===== config.mk =====
export PLATFORM = sky130hd
export DESIGN_NAME = key_matrix_scan_debounce
export DESIGN_NICKNAME = d
export VERILOG_FILES = /design/src/sv/kmsd_pkg.sv /design/src/sv/key_matrix_scan_debounce.sv
export SDC_FILE = /design/constraint.sdc
export NUM_CORES = 1
export LEC_CHECK = 0
export BUFFER_PORTS_ARGS = -buffer_cell sky130_fd_sc_hd__buf_2
export CAP_MARGIN = 20
export CORE_ASPECT_RATIO = 1.1
export CORE_UTILIZATION = 55
export CTS_CLUSTER_SIZE = 25
export DETAILED_ROUTE_END_ITERATION = 12
export GPL_TIMING_DRIVEN = 1
export HOLD_SLACK_MARGIN = 0.08
export PLACE_DENSITY = 0.73
export SETUP_SLACK_MARGIN = 0.05
export SLEW_MARGIN = 20
export SYNTH_ARGS = -nofsm -noshare
export SYNTH_HDL_FRONTEND = slang
export SYNTH_SLANG_ARGS = --single-unit

===== constraint.sdc =====
create_clock -name clk -period 30.9 [get_ports clk]
set_input_delay 9.27 -clock clk [delete_from_list [all_inputs] [get_ports clk]]
set_output_delay 9.27 -clock clk [all_outputs]
set_load 0.1 [all_outputs]

===== src/sv/kmsd_pkg.sv =====
// kmsd_pkg: widths, reset constants and the 16-bit population count shared
// by the key matrix scan debouncer. No dependencies.
`timescale 1ns / 1ps
`default_nettype none

package kmsd_pkg;

  localparam int ROW_IDX_W = 4;
  localparam int COL_W     = 16;
  localparam int CNT_W     = 8;
  localparam int TOTAL_W   = 9;
  localparam int POP_W     = 5;

  localparam logic [CNT_W-1:0] DEBOUNCE_RESET = 8'd5;

  typedef logic [COL_W-1:0]   col_word_t;
  typedef logic [CNT_W-1:0]   cnt_t;
  typedef logic [TOTAL_W-1:0] total_t;
  typedef logic [POP_W-1:0]   pop_t;

  function automatic pop_t popcount16(input col_word_t v);
    pop_t n;
    n = '0;
    for (int i = 0; i < COL_W; i++) begin
      n = n + pop_t'(v[i]);
    end
    return n;
  endfunction

endpackage : kmsd_pkg

`default_nettype wire


===== src/sv/key_matrix_scan_debounce.sv =====
// key_matrix_scan_debounce: key matrix debouncer with one shared countdown.
// Depends on kmsd_pkg.
//
// Usage:
//   Input channel (in_valid/in_ready) carries one row sample per word:
//   row_index, column_bits (active high), end_of_scan on the last row of a
//   scan. Output channel (out_valid/out_ready) returns one word per input:
//   committed_row of that row, stable, and pressed_total of the whole
//   committed matrix.
//   Config channel (cfg_valid/cfg_ready/cfg_data) sets debounce_scans; it is
//   always ready and only changes the reload value.
//   State updates and the result register loads at the accepting edge. The
//   block takes one word per cycle unless the receiver stalls; the single result
//   register accepts a new word in the same cycle its old word is taken.
//   pressed_total comes from running counters (raw and committed), so no
//   full-matrix count is needed per word.
//   Reset clears both matrices and the counters, loads debounce_scans and
//   the countdown with 5 and empties the result register.
//   When the receiver stalls, the result holds and in_ready drops.
`timescale 1ns / 1ps
`default_nettype none

module key_matrix_scan_debounce #(
  parameter int ROWS = 16,
  parameter int COLS = 16
) (
  input  wire                                   clk,
  input  wire                                   rst,
  input  wire                                   cfg_valid,
  output logic                                  cfg_ready,
  input  wire  [kmsd_pkg::CNT_W-1:0]            cfg_data,
  input  wire                                   in_valid,
  output logic                                  in_ready,
  input  wire  [kmsd_pkg::ROW_IDX_W-1:0]        row_index,
  input  wire  [kmsd_pkg::COL_W-1:0]            column_bits,
  input  wire                                   end_of_scan,
  output logic                                  out_valid,
  input  wire                                   out_ready,
  output logic [kmsd_pkg::COL_W-1:0]            committed_row,
  output logic                                  stable,
  output logic [kmsd_pkg::TOTAL_W-1:0]          pressed_total
);
  import kmsd_pkg::*;

  localparam int RIW = (ROWS > 1) ? $clog2(ROWS) : 1;

  logic [COLS-1:0] raw_rows [ROWS];
  logic [COLS-1:0] committed_rows [ROWS];
  cnt_t            countdown;
  cnt_t            debounce_scans;
  total_t          raw_total;
  total_t          committed_total;

  logic            accept;
  logic            row_ok;
  logic [RIW-1:0]  ridx;
  logic [COLS-1:0] sample;
  logic [COLS-1:0] raw_cur;
  logic            changed;
  cnt_t            reload;
  cnt_t            cnt_mid;
  cnt_t            countdown_next;
  logic            commit;
  total_t          raw_total_next;
  col_word_t       row_result;

  assign cfg_ready = 1'b1;
  assign in_ready  = !out_valid || out_ready;
  assign accept    = in_valid && in_ready;

  always_comb begin
    row_ok  = 32'(row_index) < ROWS;
    ridx    = row_index[RIW-1:0];
    sample  = column_bits[COLS-1:0];
    raw_cur = row_ok ? raw_rows[ridx] : '0;
    changed = row_ok && (raw_cur != sample);
    reload  = (debounce_scans != '0) ? debounce_scans : cnt_t'(1);
    cnt_mid = changed ? reload : countdown;
    countdown_next = cnt_mid;
    commit  = 1'b0;
    if (end_of_scan && cnt_mid != '0) begin
      countdown_next = cnt_mid - cnt_t'(1);
      commit         = (countdown_next == '0);
    end
    raw_total_next = raw_total;
    if (changed) begin
      raw_total_next = raw_total - total_t'(popcount16(col_word_t'(raw_cur)))
                                 + total_t'(popcount16(col_word_t'(sample)));
    end
    if (!row_ok) begin
      row_result = '0;
    end else if (commit) begin
      row_result = col_word_t'(sample);
    end else begin
      row_result = col_word_t'(committed_rows[ridx]);
    end
  end

  always_ff @(posedge clk) begin
    if (rst) begin
      debounce_scans <= DEBOUNCE_RESET;
    end else if (cfg_valid && cfg_ready) begin
      debounce_scans <= cfg_data;
    end
  end

  always_ff @(posedge clk) begin
    if (rst) begin
      for (int r = 0; r < ROWS; r++) begin
        raw_rows[r]       <= '0;
        committed_rows[r] <= '0;
      end
      countdown       <= DEBOUNCE_RESET;
      raw_total       <= '0;
      committed_total <= '0;
    end else if (accept) begin
      for (int r = 0; r < ROWS; r++) begin
        if (commit) begin
          committed_rows[r] <= (changed && ridx == RIW'(r)) ? sample : raw_rows[r];
        end
        if (changed && ridx == RIW'(r)) begin
          raw_rows[r] <= sample;
        end
      end
      countdown <= countdown_next;
      raw_total <= raw_total_next;
      if (commit) begin
        committed_total <= raw_total_next;
      end
    end
  end

  always_ff @(posedge clk) begin
    if (rst) begin
      out_valid <= 1'b0;
    end else if (accept) begin
      out_valid <= 1'b1;
    end else if (out_ready) begin
      out_valid <= 1'b0;
    end
  end

  always_ff @(posedge clk) begin
    if (accept) begin
      committed_row <= row_result;
      stable        <= (countdown_next == '0);
      pressed_total <= commit ? raw_total_next : committed_total;
    end
  end

  // settled countdown means committed matrix mirrors raw matrix
  a_settled_totals : assert property (@(posedge clk) disable iff (rst)
    (countdown == '0) |-> (committed_total == raw_total))
    else $error("committed and raw totals differ while settled");

  a_reload_nonzero : assert property (@(posedge clk) disable iff (rst)
    (accept && changed && !end_of_scan) |=> (countdown != '0))
    else $error("countdown zero after reload");

  a_accept_result : assert property (@(posedge clk) disable iff (rst)
    accept |=> out_valid)
    else $error("accepted word produced no result");

endmodule : key_matrix_scan_debounce

`default_nettype wire

==> impl_metrics.ini <==
[worst_hold_path]
hp-class = reg2reg
whs_path_depth = 2
min_to = raw_total[8]
worstHoldStart = raw_total[8]

[cells_and_area]
drive_above_1_share_pct = 17.50
num-fill-cells = 3799
area_delta_synth_final_pct = 9.022
fin_cells = 2920
nets = 2295

[logic_synthesis]
synth_cell_types = 64
synth_area_sq_um = 29050
postSynth.asyncResetShare_pct = 0
synth_top_family_by_area = multiplexers
synth_compound_area_share_pct = 4.432
synth_xor_area_share_pct = 0.9345
synthMuxAreaShare_pct = 19.54
ys_seq_area_share_pct = 58.02
synthFlopType = edfxtp_1
synthSimpleGateAreaFrac_pct = 10.05
synthesis.nets = 2317
synthAdderAreaFrac_pct = 3.032
ys_warn_count = 0
synth_edf_count = 538
syn-instance-count = 2230
ys_ff_latch = 573
syn_area_per_cell_sq_um = 13.03

[detailed_routing]
wl_per_cell_microns = 28.71
ant_nets = 0
wl_microns = 83840
vias = 19231
drt_iter0_drc = 2247
first_pass_iters = 6
via_per_inst = 6.586
drc = 0

[clocking]
cts_resized = 0
cts_root_buffer = clkbuf_16
cts_tree = done
ctsHoldBuffers = 0
clk_pin_slew_ps = 60
insertion_delay_ps = 630
clockBufferDepth = 3
cts_num_sinks = 573
post_cts.repair.setup_buffers = 0
htree_levels = 2
cts-buffers-inserted = 56

[setup_path]
start_kind = input port
path_cells = buf_2 > nand2b_1 > buf_2
cp_max_fo = 3
slowest_stage = buf_2
cp.required_ps = 21630
reg2reg_to = committed_rows[8][7]
crit_type = in2out
path_common_cell = buf_2
r2r_start = raw_rows[14][3]
end_kind = output pin
rrSetupSlack_ps = 23430
arrival_ps = 9920
reg2reg_depth = 17
crit_path_max_incr_delay_ps = 440

[timing]
fin_worst_skew_ps = 19.47
rsz0062_at_grt = no
final.min_clock_period_ps = 19190
max_slew_margin_pct = 19.20
hold_violations = 0
min_period_over_period_pct = 62.11
report.final.slew_viol_count = 0
setup_tns_ps = 0
tightest_slew_ps = 1207
setup_viol = 0
worst_slack_ps = 11710
fmax_mhz = 52.11

[power]
power.leakage_nw = 11.64
pwr-share-comb_pct = 29.5
seqPwrFrac_pct = 40.9
p_per_area_nw_per_um2 = 71.25
netSwitchingPower_mw = 0.7266
pwr-share-clk_pct = 29.6
p_int_mw = 1.530
vdd_drop_max_mv = 0.08289
swShare_pct = 32.20

[die]
start_util_pct = 56.19
die_area_sq_um = 53750
core_sq_um = 51710
pin_count = 63
die_h_microns = 243.1
die_w_microns = 221.1
row_count = 87

[global_route]
grt_first_pass_wirelength_microns = 122500
grt.total_usage_pct = 31.42
grt_max_degree = 101
grt_pass1_vias = 18955
grt_overflow = 0
antenna_found_initial = 2

[status]
outcome = finished, final reports clean

[placed_design]
detailed_place_hpwl_microns = 49380
portBuffers = 61
post-place-ws_ps = 11710
gp_congestion = 0.9477
dp.cells = 2817

[run]
maxCapViolations = 0
[layout make-up]
| class | count | area (sq um) | share of cell area [%] |
|---|---|---|---|
| tap | 667 | 834.6 | 2.635 |
| antenna | 1 | 2.502 | 0.007900 |
| clock buffer | 71 | 1479 | 4.669 |
| sequential | 573 | 16860 | 53.22 |
| clock inverter | 31 | 267.8 | 0.8453 |
| multi-input combinational | 1398 | 11290 | 35.63 |
| inverter | 71 | 266.5 | 0.8414 |
| timing repair buffer | 108 | 681.9 | 2.153 |
[power groups by stage]
| stage | combinational [mW] | sequential [mW] | clock [mW] |
|---|---|---|---|
| after global placement | 0.644 | 0.936 | 0 |
| after detailed placement | 0.661 | 0.939 | 0 |
| after global routing | 0.734 | 0.927 | 0.701 |
| after CTS | 0.666 | 0.923 | 0.673 |
| after floorplan | 0.448 | 0.962 | 0 |
| final | 0.665 | 0.923 | 0.669 |
[per-stage QoR]
stage	instance area [sq um]	utilization [%]	power (mW)	hold WS, ps
2_1_floorplan	29050	-	1.410	468.2
3_3_place_gp	29920	57.87	1.580	495.6
3_5_place_dp	29920	57.87	1.600	497.2
4_1_cts	31670	61.25	2.262	504.5
5_1_grt	31670	61.25	2.362	524.9
6_report	31670	61.26	2.257	507.6
[registers in the layout, indices dropped and copies added, names as in the netlist, 8 cells and up]
register,cells
countdown,8
raw_total,9
raw_rows,256
pressed_total,9
committed_total,9
committed_row,16
debounce_scans,8
committed_rows,256
[layer usage]
metal	part of all wire (%)	track usage, %	wire length (microns)	vias to the layer above
met3	12	7.190	9889	268
met5	0.038	0	32	-
li1	-	-	-	8109
met1	37	40.91	30640	9578
met4	5.2	14.60	4400	4
met2	46	50.32	38870	1272
[cells in the mapped netlist (all sizes together), types with 16 or more instances]
cell | number | area share [%]
clkbuf | 111 | 1.4
dfxtp | 35 | 2.4
nor2b | 17 | 0.37
a21oi | 107 | 2.0
mux2 | 38 | 1.5
xnor2 | 22 | 0.66
ha | 24 | 1.0
nand2 | 193 | 2.5
fa | 29 | 2.0
mux2i | 232 | 8.0
o21ai | 38 | 0.65
mux4 | 130 | 10
inv | 68 | 0.88
nand3 | 16 | 0.28
edfxtp | 538 | 56
buf | 77 | 1.6
nor2 | 408 | 5.3
[worst max-delay path: cells and delay by family]
family        cells  cell delay [ps]
simple gates      1              140
buf+inv           2              510
[kinds of logic after synthesis]
group,Yosys count
simple gates,701
flops,573
mux,400
buf+inv,259
compound gates,212
fa+ha+maj,53
xor+xnor,31
other cells,1
[placed cells by master, fill, tap and decap left out, types with 7 or more instances in the layout]
cell       instances
edfxtp_1         538
nor2_1           406
mux2i_1          232
nand2_1          188
mux4_2           130
a21oi_1           96
inv_1             67
clkbuf_16         57
buf_2             56
buf_4             49
mux2_2            37
dfxtp_1           35
fa_1              29
ha_1              24
o21ai_0           23
xnor2_1           22
clkinv_1          19
nor2b_1           17
nand3_1           16
clkbuf_1          14
o21ai_4           12
nor3_1            10
a211oi_1          10
a21oi_2           10
o22ai_1            9
a22oi_1            9
xor2_1             9
a311oi_1           8
clkinv_2           8
or3_1              7
[worst max-delay path by stage]
stage	start	end	slack [ps]	cells past startpoint
after global routing	out_ready	in_ready	11680	3
after CTS	out_ready	in_ready	11700	3
after global placement	out_ready	in_ready	11690	3
final	out_ready	in_ready	11710	3
after detailed placement	out_ready	in_ready	11710	3
after floorplan	row_index[3]	committed_rows[0][0]	11230	22
Note: power is estimated with default switching activity, not from simulation.
